<file path="src/rsfl_pkg.sv">
// Package for the record store with free list.
// Holds the operation and status codes, the command struct and the fixed field widths.
// No dependencies.
package rsfl_pkg;

    localparam int FUNC_W      = 3;
    localparam int REC_IDX_W   = 8;
    localparam int FIELD_SEL_W = 2;
    localparam int DATA_W      = 32;
    localparam int COUNT_OUT_W = 9;
    localparam int STATUS_W    = 2;
    localparam int CFG_W       = 3;

    // command queue between front and back
    localparam int Q_DEPTH = 2;
    localparam int Q_AW    = 1;

    typedef enum logic [FUNC_W-1:0] {
        OP_GET    = 3'd0,
        OP_SET    = 3'd1,
        OP_PUSH   = 3'd2,
        OP_POP    = 3'd3,
        OP_INSERT = 3'd4,
        OP_ERASE  = 3'd5,
        OP_CLEAR  = 3'd6,
        OP_BAD    = 3'd7
    } t_op;

    typedef enum logic [STATUS_W-1:0] {
        ST_OK    = 2'd0,
        ST_FULL  = 2'd1,
        ST_RANGE = 2'd2,
        ST_EMPTY = 2'd3
    } t_status;

    typedef enum logic {
        BS_IDLE = 1'b0,
        BS_WAIT = 1'b1
    } t_back_state;

    typedef struct packed {
        t_op                      op;
        logic [REC_IDX_W-1:0]     record_index;
        logic [FIELD_SEL_W-1:0]   field_select;
        logic                     field_ok;
        logic signed [DATA_W-1:0] write_value;
    } t_cmd;

endpackage

</file>
<file path="src/rsfl_chan_if.sv">
// Handshake channel interfaces for the record store: request and response items.
// Depends on rsfl_pkg.
interface rsfl_req_if;
    import rsfl_pkg::*;

    logic                          valid;
    logic                          ready;
    logic [FUNC_W-1:0]             func;
    logic [REC_IDX_W-1:0]          record_index;
    logic [FIELD_SEL_W-1:0]        field_select;
    logic signed [DATA_W-1:0]      write_value;

    modport source (output valid, func, record_index, field_select, write_value,
                    input ready);
    modport sink   (input valid, func, record_index, field_select, write_value,
                    output ready);
endinterface


</file>
<file path="src/rsfl_front.sv">
// Front end: holds the field-count register, decodes request items, queues commands.
// Depends on rsfl_pkg and rsfl_req_if.
module rsfl_front #(
    parameter int MAX_FIELDS = 4
) (
    input  logic                        i_clk,
    input  logic                        i_rst_n,
    input  logic                        i_cfg_we,
    input  logic [rsfl_pkg::CFG_W-1:0]  i_cfg_wdata,
    rsfl_req_if.sink                    i_req,
    output logic                        o_cmd_valid,
    output rsfl_pkg::t_cmd              o_cmd,
    input  logic                        i_cmd_pop
);
    import rsfl_pkg::*;

    logic [CFG_W-1:0] r_fields;
    t_cmd             r_q [Q_DEPTH];
    logic [Q_AW-1:0]  r_wp;
    logic [Q_AW-1:0]  r_rp;
    logic [Q_AW:0]    r_fill;

    t_cmd             dec;
    logic             push;

    always_ff @(posedge i_clk) begin
        if (!i_rst_n) begin
            r_fields <= CFG_W'(1);
        end else if (i_cfg_we) begin
            r_fields <= i_cfg_wdata;
        end
    end

    // field must be below max(cfg, 1) and below MAX_FIELDS
    always_comb begin
        dec.op           = t_op'(i_req.func);
        dec.record_index = i_req.record_index;
        dec.field_select = i_req.field_select;
        dec.write_value  = i_req.write_value;
        dec.field_ok     = ((i_req.field_select == '0)
                            || (CFG_W'(i_req.field_select) < r_fields))
                           && (32'(i_req.field_select) < MAX_FIELDS);
    end

    assign i_req.ready = (r_fill != (Q_AW+1)'(Q_DEPTH));
    assign push        = i_req.valid && i_req.ready;
    assign o_cmd_valid = (r_fill != '0);
    assign o_cmd       = r_q[r_rp];

    always_ff @(posedge i_clk) begin
        if (push) begin
            r_q[r_wp] <= dec;
        end
    end

    always_ff @(posedge i_clk) begin
        if (!i_rst_n) begin
            r_wp   <= '0;
            r_rp   <= '0;
            r_fill <= '0;
        end else begin
            if (push) begin
                r_wp <= r_wp + 1'b1;
            end
            if (i_cmd_pop) begin
                r_rp <= r_rp + 1'b1;
            end
            if (push && !i_cmd_pop) begin
                r_fill <= r_fill + 1'b1;
            end else if (!push && i_cmd_pop) begin
                r_fill <= r_fill - 1'b1;
            end
        end
    end

endmodule

</file>
<file path="src/flat_wrapper.sv">
// flat-port wrapper written by rule: the top's interface ports become plain ports
module rsfl_front_flat import rsfl_pkg::*;
#(
    parameter int MAX_FIELDS = 4
)
  (i_clk, i_rst_n, i_cfg_we, i_cfg_wdata, o_cmd_valid, o_cmd, i_cmd_pop, i_req_valid, i_req_func, i_req_record_index, i_req_field_select, i_req_write_value, i_req_ready);
  rsfl_req_if i_req_i ();
  input  logic i_clk;
  input  logic i_rst_n;
  input  logic i_cfg_we;
  input  logic [rsfl_pkg::CFG_W-1:0] i_cfg_wdata;
  output logic o_cmd_valid;
  output rsfl_pkg::t_cmd o_cmd;
  input  logic i_cmd_pop;
  input wire logic [$bits(i_req_i.valid)-1:0] i_req_valid;
  input wire logic [$bits(i_req_i.func)-1:0] i_req_func;
  input wire logic [$bits(i_req_i.record_index)-1:0] i_req_record_index;
  input wire logic [$bits(i_req_i.field_select)-1:0] i_req_field_select;
  input wire logic [$bits(i_req_i.write_value)-1:0] i_req_write_value;
  output wire logic [$bits(i_req_i.ready)-1:0] i_req_ready;
  assign i_req_i.valid = i_req_valid;
  assign i_req_i.func = i_req_func;
  assign i_req_i.record_index = i_req_record_index;
  assign i_req_i.field_select = i_req_field_select;
  assign i_req_i.write_value = i_req_write_value;
  assign i_req_ready = i_req_i.ready;
  rsfl_front #(.MAX_FIELDS(MAX_FIELDS)) u_core (.i_clk(i_clk), .i_rst_n(i_rst_n), .i_cfg_we(i_cfg_we), .i_cfg_wdata(i_cfg_wdata), .i_req(i_req_i), .o_cmd_valid(o_cmd_valid), .o_cmd(o_cmd), .i_cmd_pop(i_cmd_pop));
endmodule
</file>
<file path="config.mk">
export PLATFORM = sky130hd
export DESIGN_NAME = rsfl_front_flat
export DESIGN_NICKNAME = d
export VERILOG_FILES = /design/src/rsfl_pkg.sv /design/src/rsfl_chan_if.sv /design/src/rsfl_front.sv /design/src/flat_wrapper.sv
export SDC_FILE = /design/constraint.sdc
export NUM_CORES = 1
export LEC_CHECK = 0
export BUFFER_PORTS_ARGS = -buffer_cell sky130_fd_sc_hd__buf_2
export CORE_UTILIZATION = 52
export DETAILED_ROUTE_END_ITERATION = 10
export PLACE_DENSITY_LB_ADDON = 0.08
export SYNTH_ARGS = -nofsm -noshare
export SYNTH_HDL_FRONTEND = slang
export SYNTH_SLANG_ARGS = --single-unit
</file>
<file path="constraint.sdc">
create_clock -name i_clk -period 2.7 [get_ports i_clk]
set_clock_uncertainty 0.2 [all_clocks]
set_input_delay 0.135 -clock i_clk [delete_from_list [all_inputs] [get_ports i_clk]]
set_output_delay 0.135 -clock i_clk [all_outputs]
set_load 0.01 [all_outputs]
</file>
Word-level counts from Yosys, hierarchy flattened. Memories as Yosys holds them, arrays and structs flattened. A register that Yosys moved wholly into a read port is not among the register bits. Index checks and enable logic that the tools add are counted.

$add $sub $neg: 4. $lt $le $gt $ge: 1. Eq/ne operators: 1. Muxes and demuxes: 6. Reduce and logical (&&, ||, !) cells: 9.

Operators by type and width (count): $mux W1 (4); $mux W2 (2); $reduce_bool A2 Y1 (2); $logic_and A1 B1 Y1 (3); $lt A2 B3 Y1 (1); $add A1 B1 Y1 const B (2); $add A2 B1 Y2 const B (1); $logic_not A1 Y1 (2); $logic_not A2 Y1 (1); $ne A2 B2 Y1 const B (1); $sub A2 B1 Y2 const B (1); $logic_or A1 B1 Y1 (1).

Flip-flop bits (word level): 7. RAM bits: 92. Input bits: 53. Output and inout port bits: 48. Logic and storage cells: 26. Memories kept: 1.

Memory list: u_core.r_q (depth 2, bits a word 46, rd ports 1, clocked after Yosys merged registers in 1, write ports 1, RTL line rsfl_front.sv:18) `t_cmd r_q [Q_DEPTH];`.

Longest topological paths before layout. Gate-level depths: netlist of run 1.

Depth in word-level cells: 6. Depth in mapped cells: 6. Mapped depth without buffers: 6.

Least setup slack after synthesis of run 1. No wires, ideal clock.

Path type: reg2reg. Start point: register u_core.r_fill[0]. End point: memory u_core.r_q[1][0] in the netlist's numbering (enable). Arrival: 1.699 ns. Required time: 2.092 ns. Setup slack: 0.393 ns. Cell stages (with the launch flop): 3. Path buffers: 0. Period minus slack after synthesis: 2.307 ns. Cell sequence: dfxtp_1 nand2b_4 and3_1.

Longest elaborated chain between the ends: 4.

RTL lines: start, declared (RTL line rsfl_front.sv:21) `logic [Q_AW:0] r_fill;`; start signal, assigned (RTL line rsfl_front.sv:69) `r_fill <= r_fill + 1'b1;`; start signal, assigned (RTL line rsfl_front.sv:71) `r_fill <= r_fill - 1'b1;`; $ne A2 B2 Y1 (RTL line rsfl_front.sv:45) `assign i_req.ready = (r_fill != (Q_AW+1)'(Q_DEPTH));`; named net i_req_ready (RTL line flat_wrapper.sv:20) `output wire logic [$bits(i_req_i.ready)-1:0] i_req_ready;`; $logic_and A1 B1 Y1 (RTL line rsfl_front.sv:46) `assign push = i_req.valid && i_req.ready;`; $mux W1 (RTL line rsfl_front.sv:51) `if (push) begin`; $mux W1 (not written as such) (RTL line rsfl_front.sv:52) `r_q[r_wp] <= dec;`; end, declared (RTL line rsfl_front.sv:18).

The timed path passes the listed nets, and every way through them passes these cells.

==> metrics, run 1 <==
status=finished clean; DR vias=2153; Final TNS setup=0 ps; Die Footprint=7490 um^2; post-synthesis sequential area ratio=0.786; DP Wirelength=4.06 mm; Synth area leaders=edfxtp_1 (74%), mux2_2 (14%), dfxtp_1 (4.3%); syn_area_per_cell=20.4 um^2; pin count of the biggest net entering global routing=34; area of the mapped netlist=3720 um^2; Slew Viols, Final=0; crit start category=input pin; die width=86.6 um; GR Util met1=0.221; PD cells=~660 nW/um^2; DRT Pass-1 Iters=5; Rows=30; vias in the first global route=2188; Post-CTS Setup Inserts=0; most numerous cell in the Yosys netlist=edfxtp_1; Syn Nets=approximately 240; Syn Inst Count=182; #FFs+latches synth=100; share of cells above drive strength 1=0.477; fmax=about 0.5 GHz; fillers=445; Clock Latency Late Sink=approximately 340 ps; Post-synth EDFFs=92; worst min path class=input pin to flip-flop; GRT overflow=0; final antenna-violating net count=0; maximum vdd drop=0.515 mV; ys flop type=edfxtp_1; CTS tree=done; Clk pin slew, worst setup/hold paths=90 ps; Num CTS Buffers=9; nets@finish=between 400 and 500; synth unique cells=25; met2 Use GR=0.320; Ys Warns=0; depth of the CTS H-tree=3; RSZ-0062 raised after global routing=no; Synth area leader=edfxtp_1; CP Class=input pin to flip-flop; initial antenna violation count=0; Tcrit/Tclk final=0.763; post-DR vias/cell=4.78; antenna diode count=0; initial cell density of the core=0.541; Yosys top cell area share=0.743; deepest clock path buffer count=2; CP endpoint kind=flip-flop; GRT Overall Usage=0.183; Hold Fails Final Rpt=0; GRT Max-Usage Layer=met2; CP max FO=1; Util after Layout=0.743; synthesis-to-layout area growth=37.3%; Clock Root Buffer=clkbuf_8; Critical Path AT=between 2000 and 2500 ps; wire length per cell=14.7 um; # setup viols final=0; leakage=1.96 nW; met3 Use GR=0.0390; DRC=0; total I/O pin count=101; MaxCap Viol Count=0; CP required=2730 ps; synth cell count leaders=edfxtp_1 (92), mux2_2 (46), dfxtp_1 (8); clk sink count=100; Slew @ Worst Pin=roughly 470 ps; post-route setup slack=641 ps; Iteration-0 DRC Markers=60; gpl congestion=0.693; FFs w/ async S/R, synth=0; first-pass GRT wire length=10.1 mm; Period minus WS final=2060 ps; Rel. slew slack=0.687; Die H=around 87 um; worst slack at placement=836 ps; port bufs=100; core area=6870 um^2; Post-Route WL=6.62 mm; final hold slack=311 ps
[through the flow]
stage / cell area [um^2] / cells / power, W
CTS: 5110 / 450 / 0.00341
global placement: 4340 / 377 / 0.00246
detailed placement: 4340 / 377 / 0.00247
finish: 5110 / 450 / 0.00338
global route: 5110 / 450 / 0.00353
floorplan: 3720 / 182 / 0.00226
[cells by family (layout without fill, tap and decap cells)]
logic type | Yosys count | after routing | synth area share
simple gates | 15 | 15 | 0.0262
flops | 100 | 100 | 0.786
buf+inv | 8 | 180 | 0.0172
fa+ha+maj | 2 | 2 | 0.00673
xor+xnor | 3 | 3 | 0.00707
compound gates | 5 | 5 | 0.00942
mux | 49 | 49 | 0.147
[area by class of cell]
cell class | count | area [um^2] | area share
clock inverter | 5 | 53.8 | 0.0105
inverter | 3 | 11.3 | 0.00221
clock buffer | 10 | 128 | 0.0250
multi-input combinational | 74 | 733 | 0.144
timing repair buffer | 162 | 1140 | 0.222
tap | 96 | 120 | 0.0235
sequential | 100 | 2920 | 0.573
[state kept, by name, summed over array words and instances, names as in the netlist, named ones only]
register / cells
u_core.r_fill: 2
u_core.r_fields: 3
u_core.r_q: 92
u_core.r_rp: 1
u_core.r_wp: 1
[critical path, cell delays in order]
cell and delay, ps:
dlygate4sd3_1 530, buf_2 120, mux2i_1 130, dlygate4sd3_1 570, nor2b_1 50, dlygate4sd3_1 560
[cells in the final DEF (no fill, tap or decap), types with 2 or more instances in the layout]
cell type and instances:
buf_12 2, edfxtp_1 92, xor2_1 2, dfxtp_1 7
buf_4 2, clkbuf_8 9, mux2i_1 3, nor2b_1 2
mux2_2 46, or3_1 2, buf_2 100, ha_1 2
inv_1 2, clkinvlp_4 2, dlygate4sd3_1 58, and2_1 4
[final timing paths]
check | startpoint | endpoint | slack [ps] | cells after the start
min | i_req_record_index[2] | u_core.r_q[1][37]$_DFFE_PP_ | 310 | 2
min reg2reg | u_core.r_fill[1]$_SDFFE_PN0P_ | u_core.r_fill[1]$_SDFFE_PN0P_ | 350 | 2
max reg2reg | u_core.r_fields[0]$_SDFFE_PN1P_ | u_core.r_fields[0]$_SDFFE_PN1P_ | 770 | 4
max | i_cfg_wdata[2] | u_core.r_fields[2]$_SDFFE_PN0P_ | 640 | 6
[metal layers]
metal,vias to the layer above,wire length (um)
met5,-,0
met4,0,105
met3,10,274
met2,64,3500
met1,1046,2740
li1,1033,-
[timing repair]
action | 4_1_cts | 5_1_grt
gates resized for setup | 0 | 0
hold buffers | 58 | 0
hold endpoints to repair | 98 | 0
[power breakdown]
group / leakage (nW) / switching, W / total (W) / internal (W)
logic: 0.949 / 0.000282 / 0.000588 / 0.000306
registers: 0.925 / 0.0000470 / 0.00191 / 0.00187
clock network: 0.0858 / 0.000460 / 0.000879 / 0.000419
total: 1.96 / 0.000789 / 0.00338 / 0.00259
No activity file was read; power rests on OpenSTA's default activity.
==> inputs of run 2 (changes only) <==
==> constraint.sdc (replaced) <==
create_clock -name i_clk -period 1.9 [get_ports i_clk]
set_clock_uncertainty 0.2 [all_clocks]
set_input_delay 0.095 -clock i_clk [delete_from_list [all_inputs] [get_ports i_clk]]
set_output_delay 0.095 -clock i_clk [all_outputs]
set_load 0.01 [all_outputs]
==> run 2 against run 1 <==
Compared with the run above: design area hardly changed; die area is the same; final cell count fell by 0.22%; combinational power grew 47%; critical endpoint is now o_cmd[34]; global-route usage is 0.31 points lower; count of clock-buffer cells in the layout did not move; hold slack lost 49 ps; flip-flop and latch count unchanged; largest cell class unchanged; critical path depth decreased by 3; highest routed layer unchanged; first-iteration DRC count down 27%; clock power rose by 47%; core utilization rose by 0.073 points.
==> metrics, run 2 (synthesis results as in run 1) <==
Slew Viols, Final=0 (unchanged); fmax=0.551 GHz; DP Wirelength=3.80 mm (-6.5%); DR vias=2156 (+0.14%); core area=6870 um^2 (unchanged); Rows=30 (unchanged); crit start category=flip-flop; Largest register FFs=92 (unchanged); Clock Latency Late Sink=350 ps (about the same); nets@finish=403 (-0.49%); depth of the CTS H-tree=3 (unchanged); die width=86.6 um (unchanged); post-cts resize count=0 (unchanged); commonest non-fill, non-tap cell in the layout=buf_2; Num CTS Buffers=9 (unchanged); Top Registers=u_core.r_q x92, u_core.r_fields x3, u_core.r_fill x2; CP endpoint kind=output port; post-route setup slack=86.6 ps (-554 ps); GRT Overall Usage=0.180 (-0.00311); Tcrit/Tclk final=0.954; clk sink count=100 (unchanged); Rel. slew slack=0.787 (+0.0996); port bufs=100 (unchanged); leakage=1.95 nW (-0.50%); initial cell density of the core=0.541 (unchanged); Iteration-0 DRC Markers=44 (-27%); post-DR vias/cell=4.80 (+0.36%); worst r2r path cells=5 (+1); share of cells above drive strength 1=0.484 (+0.00702); Post-CTS Setup Inserts=0 (unchanged); status=finished clean; # setup viols final=0 (unchanged); final antenna-violating net count=0 (unchanged); CP Class=flip-flop to output port; maximum vdd drop=0.546 mV (+6.0%); vias in the first global route=2300 (+5.1%); worst min path class=input pin to flip-flop; antenna diode count=0 (unchanged); GRT overflow=0 (unchanged); initial antenna violation count=0 (unchanged); Period minus WS final=1810 ps; Clock Root Buffer=clkbuf_8; DRT Pass-1 Iters=4 (-1); DRC=0 (unchanged); Post-Route WL=6.38 mm (-3.6%); deepest clock path buffer count=2 (unchanged); Final TNS setup=0 ps (unchanged); CTS tree=done; first-pass GRT wire length=10.0 mm (-1.1%); hold path depth=2 (unchanged); RSZ-0062 raised after global routing=no; gpl congestion=0.663 (-4.3%); total I/O pin count=101 (unchanged); Die H=86.6 um (unchanged); Hold Fails Final Rpt=0 (unchanged); Critical Path AT=1520 ps (-570 ps); most frequent cells in the layout=buf_2 (100), edfxtp_1 (92), dlygate4sd3_1 (55); synthesis-to-layout area growth=37.4% (about the same); worst slack at placement=123 ps (-712 ps); wire length per cell=14.2 um (-3.4%); pin count of the biggest net entering global routing=47 (+38%); Hold-fix buffers, CTS=55 (-5.2%); Slew @ Worst Pin=319 ps (-149 ps); Reg with most FFs=u_core.r_q; Die Footprint=7490 um^2 (unchanged); PD cells=951 nW/um^2 (+44%); MaxCap Viol Count=0 (unchanged); CP required=1600 ps (-1130 ps); CP max FO=23 (+22); Clk pin slew, worst setup/hold paths=90 ps (about the same)
run 2: changes by cell type in the layout (fill, tap and decap cells not counted), sizes merged:
cell | before | now
inv | 3 | 2
dlygate4sd3 | 58 | 55
buf | 104 | 105
clkinvlp | 2 | 4
run 2: power breakdown:
part	internal, W	switching (W)	total, W
registers	0.00265	0.0000557	0.00271
clock network	0.000607	0.000683	0.00129
logic	0.000449	0.000414	0.000863
run 2: worst paths after layout:
check             slack (ps)                     startpoint                            end
hold / removal           260          i_req_record_index[4]    u_core.r_q[0][39]$_DFFE_PP_
setup / recovery          90                      flip-flop                      o_cmd[34]
setup reg to reg         120  u_core.r_fill[0]$_SDFFE_PN0P_  u_core.r_fill[1]$_SDFFE_PN0P_
hold reg to reg          370  u_core.r_fill[1]$_SDFFE_PN0P_  u_core.r_fill[1]$_SDFFE_PN0P_
run 2: layout make-up:
class                      count  area [um^2]
sequential                   100         2920
fill                         456         1760
timing repair buffer         160         1130
multi-input combinational     74          733
clock buffer                  10          128
tap                           96          120
clock inverter                 6         65.1
inverter                       3         15.0
run 2: routing by layer:
layer	vias up	part of all wire	global-route usage
met2	68	0.54	0.340
met1	1053	0.40	0.189
met4	0	0.0099	0.0742
li1	1029	-	-
met3	6	0.051	0.0476
met5	-	0	0
run 2: critical path, stage by stage (launching register included):
cell and delay, ps:
dfxtp_2 330, buf_4 300, mux2_2 390, buf_2 140
run 2: stage by stage:
stage | area, um^2 | cells | util | power [W] | hold WS [ps]
final | 5110 | 449 | 0.744 | 0.00486 | 262
after global routing | 5110 | 449 | 0.744 | 0.00507 | 244
after CTS | 5110 | 449 | 0.744 | 0.00491 | 239
after detailed placement | 4370 | 378 | 0.636 | 0.00353 | 85.7
after global placement | 4370 | 378 | 0.636 | 0.00351 | 81.9
after floorplan | 3720 | 182 | - | 0.00321 | -43.1
